### src/gcse_pkg.sv
// ----------------------------------------------------------------------------
// gcse_pkg
// Shared types, constants and command/status structs for the graph engine.
// ----------------------------------------------------------------------------
package gcse_pkg;

   localparam int MaxVertices = 32;
   localparam int VtxW        = $clog2(MaxVertices);
   localparam int CntW        = $clog2(MaxVertices + 1);

   typedef enum logic [1:0] {
      ACT_ADD_EDGE = 2'd0,
      ACT_CLEAR    = 2'd1,
      ACT_ACYCLIC  = 2'd2,
      ACT_SCC      = 2'd3
   } action_type;

   typedef struct packed {
      logic [1:0] action;
      logic [4:0] from_vertex;
      logic [4:0] to_vertex;
   } req_type;

   typedef struct packed {
      logic       result_kind;
      logic       is_acyclic;
      logic [5:0] component_count;
   } rsp_type;

   typedef enum logic [3:0] {
      ST_IDLE,
      ST_CLEAR,
      ST_START,
      ST_ROOT,
      ST_STEP,
      ST_PASS2,
      ST_POP,
      ST_DONE
   } state_type;

   // controller -> datapath
   typedef struct packed {
      logic load;          // capture request
      logic add_edge;
      logic clear_row;     // clear row at clear counter
      logic init_query;    // clear marks, stacks, counters
      logic root_try;      // examine root counter vertex
      logic step;          // one DFS step
      logic pass2_init;    // clear marks for second pass
      logic pop_try;       // pop finish order and maybe start a walk
      logic set_result;
   } cmd_type;

   // datapath -> controller
   typedef struct packed {
      logic clear_last;
      logic root_done;     // root counter reached n
      logic walk_empty;
      logic cycle_found;
      logic finish_empty;
      logic is_scc;
   } sts_type;

endpackage

### src/graph_cycle_and_scc_engine.sv
// ----------------------------------------------------------------------------
// graph_cycle_and_scc_engine
// Directed graph store with acyclic check and strong component count.
// ----------------------------------------------------------------------------
// Edge loads stream back to back. A clear walks all 32 matrix rows, one per
// cycle. Queries run a depth-first walk with one stack step per cycle over
// the n active vertices. The component count runs two passes plus one pop
// per vertex. Input stalls during clears and queries; a finished result sits
// in an output register and is held until taken.
// ----------------------------------------------------------------------------
module graph_cycle_and_scc_engine (
   input  logic              clock,
   input  logic              reset,
   input  logic              req_valid,
   output logic              req_stall,
   input  gcse_pkg::req_type req_data,
   output logic              rsp_valid,
   input  logic              rsp_stall,
   output gcse_pkg::rsp_type rsp_data,
   input  logic              csr_write_enable,
   input  logic [5:0]        csr_write_data
);

   logic [5:0]        vertex_count_ff;
   gcse_pkg::cmd_type cmd;
   gcse_pkg::sts_type sts;

   always_ff @(posedge clock) begin
      if (reset) begin
         vertex_count_ff <= 6'd32;
      end else if (csr_write_enable) begin
         vertex_count_ff <= csr_write_data;
      end
   end

   gcse_control u_control (
      .clock      (clock),
      .reset      (reset),
      .req_valid  (req_valid),
      .req_stall  (req_stall),
      .req_action (gcse_pkg::action_type'(req_data.action)),
      .rsp_valid  (rsp_valid),
      .rsp_stall  (rsp_stall),
      .sts        (sts),
      .cmd        (cmd)
   );

   gcse_datapath u_datapath (
      .clock        (clock),
      .reset        (reset),
      .vertex_count (vertex_count_ff),
      .req_data     (req_data),
      .cmd          (cmd),
      .sts          (sts),
      .rsp_data     (rsp_data)
   );

endmodule

### src/gcse_datapath.sv
// ----------------------------------------------------------------------------
// gcse_datapath
// Adjacency matrix, marks, walk stack and finish order with DFS step logic.
// ----------------------------------------------------------------------------
module gcse_datapath (
   input  logic                clock,
   input  logic                reset,
   input  logic [5:0]          vertex_count,
   input  gcse_pkg::req_type   req_data,
   input  gcse_pkg::cmd_type   cmd,
   output gcse_pkg::sts_type   sts,
   output gcse_pkg::rsp_type   rsp_data
);

   localparam int N = gcse_pkg::MaxVertices;
   localparam int VW = gcse_pkg::VtxW;
   localparam int CW = gcse_pkg::CntW;

   logic [N-1:0]  adj_ff [N];
   logic [N-1:0]  adj_in [N];
   logic [N-1:0]  visited_ff, visited_in;
   logic [N-1:0]  on_path_ff, on_path_in;
   logic [VW-1:0] stk_vtx_ff [N];
   logic [VW-1:0] stk_vtx_in [N];
   logic [CW-1:0] stk_nxt_ff [N];
   logic [CW-1:0] stk_nxt_in [N];
   logic [CW-1:0] depth_ff, depth_in;
   logic [VW-1:0] fin_ff [N];
   logic [VW-1:0] fin_in [N];
   logic [CW-1:0] fdepth_ff, fdepth_in;
   logic [CW-1:0] root_ff, root_in;
   logic [VW-1:0] clr_ff, clr_in;
   logic [CW-1:0] count_ff, count_in;
   logic          cycle_ff, cycle_in;
   logic          transpose_ff, transpose_in;
   logic          record_ff, record_in;
   gcse_pkg::req_type req_ff, req_in;
   gcse_pkg::rsp_type rsp_ff, rsp_in;

   logic [CW-1:0] n;
   logic [VW-1:0] top_u;
   logic [CW-1:0] top_next;
   logic [N-1:0]  nbr;
   logic [N-1:0]  cand;
   logic          found;
   logic [VW-1:0] w;
   logic [VW-1:0] pop_u;

   assign n = (vertex_count > 6'(N)) ? CW'(N) : CW'(vertex_count);
   assign top_u    = stk_vtx_ff[VW'(depth_ff - CW'(1))];
   assign top_next = stk_nxt_ff[VW'(depth_ff - CW'(1))];
   assign pop_u    = fin_ff[VW'(fdepth_ff - CW'(1))];

   always_comb begin
      for (int i = 0; i < N; i++) begin
         nbr[i]  = transpose_ff ? adj_ff[i][top_u] : adj_ff[top_u][i];
         cand[i] = nbr[i] && (CW'(i) >= top_next) && (CW'(i) < n);
      end
      found = 1'b0;
      w = '0;
      for (int i = N - 1; i >= 0; i--) begin
         if (cand[i]) begin
            found = 1'b1;
            w = VW'(i);
         end
      end
   end

   always_comb begin
      adj_in       = adj_ff;
      visited_in   = visited_ff;
      on_path_in   = on_path_ff;
      stk_vtx_in   = stk_vtx_ff;
      stk_nxt_in   = stk_nxt_ff;
      depth_in     = depth_ff;
      fin_in       = fin_ff;
      fdepth_in    = fdepth_ff;
      root_in      = root_ff;
      clr_in       = clr_ff;
      count_in     = count_ff;
      cycle_in     = cycle_ff;
      transpose_in = transpose_ff;
      record_in    = record_ff;
      req_in       = req_ff;
      rsp_in       = rsp_ff;
      if (cmd.load) begin
         req_in = req_data;
         clr_in = '0;
      end
      if (cmd.add_edge) begin
         if (CW'(req_ff.from_vertex) < n && CW'(req_ff.to_vertex) < n) begin
            adj_in[req_ff.from_vertex][req_ff.to_vertex] = 1'b1;
         end
      end
      if (cmd.clear_row) begin
         adj_in[clr_ff] = '0;
         clr_in = clr_ff + VW'(1);
      end
      if (cmd.init_query) begin
         visited_in   = '0;
         on_path_in   = '0;
         depth_in     = '0;
         fdepth_in    = '0;
         root_in      = '0;
         count_in     = '0;
         cycle_in     = 1'b0;
         transpose_in = 1'b0;
         record_in    = (req_ff.action == gcse_pkg::ACT_SCC);
      end
      if (cmd.pass2_init) begin
         visited_in   = '0;
         on_path_in   = '0;
         depth_in     = '0;
         transpose_in = 1'b1;
         record_in    = 1'b0;
      end
      if (cmd.root_try) begin
         if (!visited_ff[VW'(root_ff)]) begin
            visited_in[VW'(root_ff)] = 1'b1;
            on_path_in[VW'(root_ff)] = 1'b1;
            stk_vtx_in[0] = VW'(root_ff);
            stk_nxt_in[0] = '0;
            depth_in = CW'(1);
         end
         root_in = root_ff + CW'(1);
      end
      if (cmd.pop_try) begin
         fdepth_in = fdepth_ff - CW'(1);
         if (!visited_ff[pop_u]) begin
            visited_in[pop_u] = 1'b1;
            on_path_in[pop_u] = 1'b1;
            stk_vtx_in[0] = pop_u;
            stk_nxt_in[0] = '0;
            depth_in = CW'(1);
            count_in = count_ff + CW'(1);
         end
      end
      if (cmd.step) begin
         if (!found) begin
            on_path_in[top_u] = 1'b0;
            if (record_ff) begin
               fin_in[VW'(fdepth_ff)] = top_u;
               fdepth_in = fdepth_ff + CW'(1);
            end
            depth_in = depth_ff - CW'(1);
         end else begin
            stk_nxt_in[VW'(depth_ff - CW'(1))] = CW'(w) + CW'(1);
            if (!visited_ff[w]) begin
               visited_in[w] = 1'b1;
               on_path_in[w] = 1'b1;
               stk_vtx_in[VW'(depth_ff)] = w;
               stk_nxt_in[VW'(depth_ff)] = '0;
               depth_in = depth_ff + CW'(1);
            end else if (!record_ff && !transpose_ff && on_path_ff[w]) begin
               cycle_in = 1'b1;
               depth_in = '0;
            end
         end
      end
      if (cmd.set_result) begin
         rsp_in.result_kind     = (req_ff.action == gcse_pkg::ACT_SCC);
         rsp_in.is_acyclic      = (req_ff.action == gcse_pkg::ACT_SCC) ? 1'b0 : !cycle_ff;
         rsp_in.component_count = (req_ff.action == gcse_pkg::ACT_SCC) ? 6'(count_ff) : 6'd0;
      end
   end

   always_ff @(posedge clock) begin
      if (reset) begin
         for (int i = 0; i < N; i++) begin
            adj_ff[i] <= '0;
         end
         visited_ff <= '0;
         on_path_ff <= '0;
         depth_ff   <= '0;
         fdepth_ff  <= '0;
         cycle_ff   <= 1'b0;
      end else begin
         adj_ff     <= adj_in;
         visited_ff <= visited_in;
         on_path_ff <= on_path_in;
         depth_ff   <= depth_in;
         fdepth_ff  <= fdepth_in;
         cycle_ff   <= cycle_in;
      end
   end

   always_ff @(posedge clock) begin
      stk_vtx_ff   <= stk_vtx_in;
      stk_nxt_ff   <= stk_nxt_in;
      fin_ff       <= fin_in;
      root_ff      <= root_in;
      clr_ff       <= clr_in;
      count_ff     <= count_in;
      transpose_ff <= transpose_in;
      record_ff    <= record_in;
      req_ff       <= req_in;
      rsp_ff       <= rsp_in;
   end

   assign sts.clear_last   = (clr_ff == VW'(N - 1));
   assign sts.root_done    = (root_ff >= n);
   assign sts.walk_empty   = (depth_ff == '0);
   assign sts.cycle_found  = cycle_ff;
   assign sts.finish_empty = (fdepth_ff == '0);
   assign sts.is_scc       = (req_ff.action == gcse_pkg::ACT_SCC);
   assign rsp_data         = rsp_ff;

endmodule

### src/gcse_control.sv
// ----------------------------------------------------------------------------
// gcse_control
// Sequencer for edge loads, clears and the DFS query passes.
// ----------------------------------------------------------------------------
module gcse_control (
   input  logic                clock,
   input  logic                reset,
   input  logic                req_valid,
   output logic                req_stall,
   input  gcse_pkg::action_type req_action,
   output logic                rsp_valid,
   input  logic                rsp_stall,
   input  gcse_pkg::sts_type   sts,
   output gcse_pkg::cmd_type   cmd
);

   gcse_pkg::state_type state_ff, state_in;
   logic rsp_valid_ff, rsp_valid_in;
   logic edge_ff, edge_in;

   always_ff @(posedge clock) begin
      if (reset) begin
         state_ff     <= gcse_pkg::ST_IDLE;
         rsp_valid_ff <= 1'b0;
         edge_ff      <= 1'b0;
      end else begin
         state_ff     <= state_in;
         rsp_valid_ff <= rsp_valid_in;
         edge_ff      <= edge_in;
      end
   end

   always_comb begin
      state_in     = state_ff;
      rsp_valid_in = rsp_valid_ff && rsp_stall;
      edge_in      = 1'b0;
      cmd          = '0;
      req_stall    = 1'b1;
      cmd.add_edge = edge_ff;
      unique case (state_ff)
         gcse_pkg::ST_IDLE: begin
            req_stall = 1'b0;
            if (req_valid) begin
               cmd.load = 1'b1;
               unique case (req_action)
                  gcse_pkg::ACT_ADD_EDGE: edge_in = 1'b1;
                  gcse_pkg::ACT_CLEAR:    state_in = gcse_pkg::ST_CLEAR;
                  default:                state_in = gcse_pkg::ST_START;
               endcase
            end
         end
         gcse_pkg::ST_CLEAR: begin
            cmd.clear_row = 1'b1;
            if (sts.clear_last) begin
               state_in = gcse_pkg::ST_IDLE;
            end
         end
         gcse_pkg::ST_START: begin
            cmd.init_query = 1'b1;
            state_in = gcse_pkg::ST_ROOT;
         end
         gcse_pkg::ST_ROOT: begin
            if (sts.cycle_found || sts.root_done) begin
               state_in = sts.is_scc ? gcse_pkg::ST_PASS2 : gcse_pkg::ST_DONE;
            end else begin
               cmd.root_try = 1'b1;
               state_in = gcse_pkg::ST_STEP;
            end
         end
         gcse_pkg::ST_STEP: begin
            if (sts.walk_empty) begin
               state_in = gcse_pkg::ST_ROOT;
            end else begin
               cmd.step = 1'b1;
            end
         end
         gcse_pkg::ST_PASS2: begin
            cmd.pass2_init = 1'b1;
            state_in = gcse_pkg::ST_POP;
         end
         gcse_pkg::ST_POP: begin
            if (!sts.walk_empty) begin
               cmd.step = 1'b1;
            end else if (sts.finish_empty) begin
               state_in = gcse_pkg::ST_DONE;
            end else begin
               cmd.pop_try = 1'b1;
            end
         end
         gcse_pkg::ST_DONE: begin
            if (!rsp_valid_ff || !rsp_stall) begin
               cmd.set_result = 1'b1;
               rsp_valid_in = 1'b1;
               state_in = gcse_pkg::ST_IDLE;
            end
         end
         default: state_in = gcse_pkg::ST_IDLE;
      endcase
   end

   assign rsp_valid = rsp_valid_ff;

endmodule

### config.mk
export PLATFORM = sky130hd
export DESIGN_NAME = graph_cycle_and_scc_engine
export DESIGN_NICKNAME = d
export VERILOG_FILES = /design/src/gcse_pkg.sv /design/src/graph_cycle_and_scc_engine.sv /design/src/gcse_datapath.sv /design/src/gcse_control.sv
export SDC_FILE = /design/constraint.sdc
export NUM_CORES = 2
export LEC_CHECK = 0
export ABC_AREA = 1
export BUFFER_PORTS_ARGS = -buffer_cell sky130_fd_sc_hd__buf_2
export CAP_MARGIN = 25
export CORE_MARGIN = 2
export CORE_UTILIZATION = 45
export CTS_BUF_LIST = sky130_fd_sc_hd__clkbuf_8
export CTS_CLUSTER_SIZE = 16
export DETAILED_ROUTE_END_ITERATION = 6
export PLACE_DENSITY = 0.57
export REMOVE_ABC_BUFFERS = 1
export SYNTH_ARGS = -nofsm -noshare
export SYNTH_HDL_FRONTEND = slang
export SYNTH_HIERARCHICAL = 1
export SYNTH_SLANG_ARGS = --single-unit
### constraint.sdc
create_clock -name clock -period 15.2 [get_ports clock]
set_input_delay 3.04 -clock clock [delete_from_list [all_inputs] [get_ports clock]]
set_output_delay 3.04 -clock clock [all_outputs]
set_load 0.01 [all_outputs]
Word-level counts from Yosys, hierarchy flattened
Index checks and enable logic that the tools add are counted.
{"block": "totals", "inputBits": 23, "reg_bits": 1664, "out_inout_bits": 10, "wordCells": 680}
{"block": "classes", "magnitude_cmp": 90, "bitwise": 24, "muxes": 296, "n_eq_ne": 17, "reduce_logical": 97, "addsub": 8}
{"op": "1024-bit 2-to-1 mux", "n": 3}
{"op": "1024-bit bitwise AND", "n": 1}
{"op": "1024-bit NOT", "n": 1}
{"op": "1024-bit OR", "n": 1}
{"op": "32-bit 2-to-1 mux", "n": 22}
{"op": "192-bit 2-to-1 mux", "n": 3}
{"op": "160-bit 2-to-1 mux", "n": 3}
{"op": "160-bit bitwise mux", "n": 2}
{"op": "32-bit demux with 5-bit select", "n": 2}
{"op": "5-bit 2-to-1 mux", "n": 44}
{"op": "192-bit bitwise AND", "n": 1}
{"op": "192-bit bitwise mux", "n": 1}
{"op": "192-bit NOT", "n": 1}
{"op": "32-bit OR", "n": 6}
{"op": "1-bit binary-select mux with 5-bit select", "n": 36}
{"op": "6-bit 2-to-1 mux", "n": 29}
{"op": "32-bit binary-select mux with 5-bit select", "n": 1}
{"op": "1-bit 2-to-1 mux", "n": 128}
{"op": "5-bit by 6-bit greater-or-equal comparator with 1-bit output, first input constant", "n": 16}
{"op": "5-bit by 6-bit less-than comparator with 1-bit output, first input constant", "n": 16}
{"op": "1-bit logical AND", "n": 78}
{"op": "6-bit demux with 5-bit select", "n": 2}
{"op": "5-bit binary-select mux with 5-bit select", "n": 2}
{"op": "5-bit demux with 5-bit select", "n": 2}
{"op": "other kinds (48)", "n": 131}

Logic depth before layout (Yosys ltp)
{"block": "depth", "word_depth": 52, "depth_mapped": 75, "mapped_depth_nobuf": 65}

Modules after synthesis
Netlist, hierarchy kept.
{"mod": "gcse_datapath", "area_each_um2": 82535.4, "cells_per_inst": 11015, "n_inst": 1, "seq_area_each_um2": 38396.8}
{"mod": "gcse_control", "area_each_um2": 462.9, "cells_per_inst": 80, "n_inst": 1, "seq_area_each_um2": 100.1}
{"mod": "graph_cycle_and_scc_engine", "area_each_um2": 245.2, "cells_per_inst": 37, "n_inst": 1, "seq_area_each_um2": 120.1}

Worst setup path before layout
OpenSTA, ideal clock, no wires.
{"block": "synth_path", "path_type": "reg-to-reg", "startpoint": "register u_datapath.depth_ff[0]", "endpoint": "register u_datapath/stk_nxt_ff[187] (netlist name)", "path_stages_with_launch": 36, "synth_period_minus_slack_ps": 11142, "arrival_time_ps": 10752, "setup_ps": 390, "path_buffers": 15, "required_time_ps": 14810, "setup_slack_ps": 4058, "cell_sequence": "dfxtp_1 -> inv_2 -> buf_2 -> buf_4 -> buf_4 -> buf_2 -> buf_2 -> ha_1 -> inv_1 -> buf_2 -> nand3_1 -> nand3_1 -> nand3_1 -> nand3_2 -> nand2_4 -> buf_6 -> buf_6 -> buf_6 -> buf_4 -> buf_6 -> buf_2 -> clkbuf_1 -> buf_2 -> o21ai_0 -> o22ai_1 -> a21oi_1 -> nand3_1 -> o2111ai_1 -> nand2_1 -> nor4_2 -> and2_1 -> nand2_1 -> inv_1 -> nor2_1 -> clkbuf_1 -> o21ai_0"}
{"item": "start: declaration", "line": "gcse_datapath.sv:27", "rtl": "logic [CW-1:0] depth_ff, depth_in;"}
{"item": "start signal: assignment", "line": "gcse_datapath.sv:181", "rtl": "depth_ff <= depth_in;"}
{"item": "end signal: assignment", "line": "gcse_datapath.sv:189", "rtl": "stk_nxt_ff <= stk_nxt_in;"}
{"item": "end: declaration", "line": "gcse_datapath.sv:25", "rtl": "logic [CW-1:0] stk_nxt_ff [N];"}

Worst setup path after layout
{"block": "layout_path", "startpoint": "register u_datapath.depth_ff[0]", "endpoint": "register u_datapath/stk_vtx_ff[53] (netlist name) (enable)"}
{"block": "layout_via", "elab_chain_len": 48, "elab_cells_between_ends": 275, "cone_classes": "1 x add/sub; 32 x order compare; 173 x mux; 3 x bitwise; 66 x reduce/logical"}
{"item": "6-bit by 1-bit subtractor with 6-bit output (*)", "line": "gcse_datapath.sv:50, gcse_datapath.sv:51"}
{"item": "5-bit NOT with 6-bit output (not written as such) (*)", "line": "gcse_datapath.sv:50, gcse_datapath.sv:51"}
{"item": "5-bit binary-select mux with 5-bit select", "line": "gcse_datapath.sv:50", "rtl": "assign top_u = stk_vtx_ff[VW'(depth_ff - CW'(1))];"}
{"item": "5-bit 2-to-1 mux (not written as such) (2 in a row)", "line": "gcse_datapath.sv:50"}
{"item": "5-bit NOT with 6-bit output (not written as such)", "line": "gcse_datapath.sv:56", "rtl": "nbr[i] = transpose_ff ? adj_ff[i][top_u] : adj_ff[top_u][i];"}
{"item": "32-bit binary-select mux with 5-bit select", "line": "gcse_datapath.sv:56"}
{"item": "32-bit 2-to-1 mux (not written as such) (2 in a row)", "line": "gcse_datapath.sv:56"}
{"item": "1-bit 2-to-1 mux", "line": "gcse_datapath.sv:56"}
{"item": "1-bit logical AND (2 in a row)", "line": "gcse_datapath.sv:57", "rtl": "cand[i] = nbr[i] && (CW'(i) >= top_next) && (CW'(i) < n);"}
{"item": "5-bit 2-to-1 mux (31 in a row)", "line": "gcse_datapath.sv:62", "rtl": "if (cand[i]) begin"}
{"item": "5-bit 2-to-1 mux (*)", "line": "gcse_datapath.sv:62"}
{"item": "named net u_datapath.w[2]", "line": "gcse_datapath.sv:46", "rtl": "logic [VW-1:0] w;"}
{"item": "1-bit binary-select mux with 5-bit select (*)", "line": "gcse_datapath.sv:148", "rtl": "if (!visited_ff[w]) begin"}
{"item": "1-bit 2-to-1 mux (not written as such) (*)", "line": "gcse_datapath.sv:148"}
{"item": "1-bit NOT (no line) (*)"}
{"item": "3-bit AND reduction (no line) (*)"}
{"item": "end signal: assignment", "line": "gcse_datapath.sv:188", "rtl": "stk_vtx_ff <= stk_vtx_in;"}
{"item": "end: declaration", "line": "gcse_datapath.sv:23", "rtl": "logic [VW-1:0] stk_vtx_ff [N];"}
The timed path passes the listed nets; every way through them passes the cells marked *. The select of a mux whose other input is x is not followed.
A chain may end at the register's enable or synchronous reset.

==> reports/results.ini <==
[yosys]
synthArstFlopShare_pct = 0
synth-seq-cells = 1663
avgSynthCellArea_um2 = 7.48
ys_warn_count = 6
synthCells = 11100
synth_edf_count = 532
ys.flop_type = dfxtp_1
yosysSeqAreaShare_pct = 46.4
synth_top_area_cell = dfxtp_1
synthTopCellsByArea = dfxtp_1 27%, edfxtp_1 19%, nand2_1 12%
synth_cell_types = 67
synth_area_mm2 = 0.0832
yosys.area.top_type_share_pct = 27.2

[clock_network]
path_clk_slew_ns = 0.06
h-tree-depth = 5
cts_root_buf = clkbuf_8
postCtsHoldBufs = 0
cts_resized = 0
cts.sinks = 1663
cts_setup_buffers = 0
cts_made_buffers = 312
cts_tree = yes
cts.path.max_buffers = 4
clock_latency_ns = 1.12

[placement]
io_buffer_count = 32
place_area_mm2 = 0.0855
globalplace.congestion = 1.08
place_ws_ns = 3.09
post-dp-hpwl_mm = 258

[sta]
finalCritPeriodShare_pct = 84.1
grt_setup_unrepaired = false
worstMarginPinSlew_ns = 1.26
fmax_mhz = 78.2
skew_ns = 0.0885
setup_violations = 0
maxSlewHeadroom_pct = 15.9
setup_ws_ns = 2.41
period_needed_ns = 12.79
drv_slew = 0
hold_viol_final = 0
tns_ns = 0

[flow_run]
maxCapViolations = 0

[power_and_ir_drop]
ir_drop_uv = 880
intPower_w = 0.0101
p_leak_nw = 31.7
clkPwrFrac_pct = 18.0
powerDensity_mw_per_mm2 = 258
p_switching_w = 0.0134
power_frac_comb_pct = 59.0
p_sw_share_pct = 57.0
pwr-share-seq_pct = 23.0

[floorplan]
start_util_pct = 45.4
fp.dieH_um = 434
rows = 157
die_width_um = 434
num_io_pins = 33
design.core.area_mm2 = 0.183
die_area_mm2 = 0.188

[routing]
wl_met2_mm = 158
drt_iter0_markers = 13800
drt.antenna.violating_nets = 0
routed_via_density = 6.27
drc = 3
wl_met3_mm = 54.6
wirelength_mm = 394
wl_met1_mm = 156
firstDrtPassIters = 7
avgRoutedWirePerCell_um = 28.8
via_count = 85500
routed.top_layer = met5

[worst_setup_path]
arrival_ns = 13.48
cp.required_ns = 15.90
path_class = register to register
critPathBufInv = 8
worstSetupEndpointType = register
cp-start-kind = register
crit_top_cell = nand2_1
cpLargestDelayFamily = simple AND/OR/NAND/NOR gates
slowest_delay_ns = 0.80
cpMaxStageDelayCell = dfxtp_4
crit_fanout = 63

[global_routing]
grt_pass1_wl_mm = 559
grt_util_all_layers_pct = 40.5
overflow = 0
grt_pass1_vias = 78600
antenna_found_initial = 29
grt_max_degree = 200

[worst_hold_path]
min_path_type = register to register

[status]
status = finished with violations
violations = DRC

[layout]
layout-drive-gt1-share_pct = 8.68
stdcell_area_mm2 = 0.0915
utilization_pct = 49.9
nets = 11000
area_growth_pct = 9.87

## layer usage
layer,track usage [%],vias to the layer above
li1,-,37400
met1,55.6,40600
met2,56.7,6168
met3,12.2,1324
met4,21.9,34
met5,0,-
## cells by family (layout without fill, tap and decap cells)
kind of cell	after synthesis	count (layout)	share of synthesized area, %
xor gates and xnor gates	10	10	0.105
other	0	13	0
DFF	1663	1663	46.4
AOI/OAI and AO/OA	3039	3039	21.3
muxes	14	14	0.168
adders and majority gates	38	38	0.571
buffers and inverters	1910	1942	9.68
and+or+nand+nor	4458	4458	21.8
## registers in the layout (all words and copies together), names as in the netlist, 8 cells and up
name	flops
u_datapath/fin_ff	160
u_datapath/adj_ff	1024
u_datapath/stk_nxt_ff	192
u_datapath/visited_ff	32
u_datapath/req_ff	12
u_datapath/rsp_data	8
u_datapath/on_path_ff	32
u_datapath/stk_vtx_ff	160
## layout by cell type, fill, tap and decap left out, types with 178 or more instances in the layout
cell type / n
nand2_1: 2649
a21oi_1: 1404
inv_1: 1158
dfxtp_1: 1128
nor2_1: 961
o21ai_0: 554
edfxtp_1: 532
nand3_1: 499
clkbuf_8: 358
buf_4: 236
o22ai_1: 192
o211ai_1: 178
## final timing paths
| kind | startpoint | endpoint | slack [ns] | depth (start not counted) |
|---|---|---|---|---|
| worst min-delay path | u_datapath/adj_ff[552]$_SDFF_PP0_ | u_datapath/adj_ff[552]$_SDFF_PP0_ | 0.45 | 2 |
| worst min register to register | u_datapath/adj_ff[552]$_SDFF_PP0_ | u_datapath/adj_ff[552]$_SDFF_PP0_ | 0.45 | 2 |
| worst max register to register | u_datapath/depth_ff[0]$_SDFF_PP0_ | u_datapath/stk_vtx_ff[53]$_DFFE_PP_ | 2.41 | 33 |
| worst max-delay path | u_datapath/depth_ff[0]$_SDFF_PP0_ | u_datapath/stk_vtx_ff[53]$_DFFE_PP_ | 2.41 | 33 |
## cell usage after synthesis, types with 132 or more instances
| cell type | number |
|---|---|
| nor2_1 | 1005 |
| clkbuf_1 | 435 |
| nand3_1 | 499 |
| o211ai_1 | 178 |
| o22ai_1 | 192 |
| buf_2 | 193 |
| o2111ai_1 | 132 |
| dfxtp_1 | 1131 |
| nand2_1 | 2651 |
| a21oi_1 | 1404 |
| edfxtp_1 | 532 |
| inv_1 | 1079 |
| o21ai_0 | 558 |
## worst reg2reg max path, delay by kind of cell, from the launching register on
family | cells | cell delay, ns
AOI/OAI and AO/OA | 5 | 1.62
adders and majority gates | 1 | 0.60
buffers and inverters | 8 | 4.57
DFF | 1 | 0.80
and+or+nand+nor | 19 | 4.80
## final cells by class
type	count	area (µm²)
fillers	18500	92000
inverters	1130	4280
flip-flops and latches	1663	38600
well taps	2464	3080
multi-input cells	7559	37200
repair buffers	300	2430
clock inverters	154	857
clock buffers	358	4930
diodes	13	32.5
## power by group through the flow
| stage | sequential [W] | clock (W) | combinational (W) |
|---|---|---|---|
| 3_5_place_dp | 0.00552 | 0 | 0.0131 |
| 2_1_floorplan | 0.00550 | 0 | 0.00667 |
| 6_report | 0.00543 | 0.00424 | 0.0139 |
| 4_1_cts | 0.00543 | 0.00428 | 0.0132 |
| 3_3_place_gp | 0.00552 | 0 | 0.0132 |
| 5_1_grt | 0.00543 | 0.00447 | 0.0142 |
## stage by stage
step	std cells	total power [W]	hold slack (ns)
after floorplan	10400	0.0122	0.428
after global placement	13100	0.0187	0.436
after detailed placement	13100	0.0186	0.440
after CTS	13600	0.0229	0.448
after global routing	13600	0.0241	0.462
final	13600	0.0236	0.449
(Power assumes the default switching activity.)
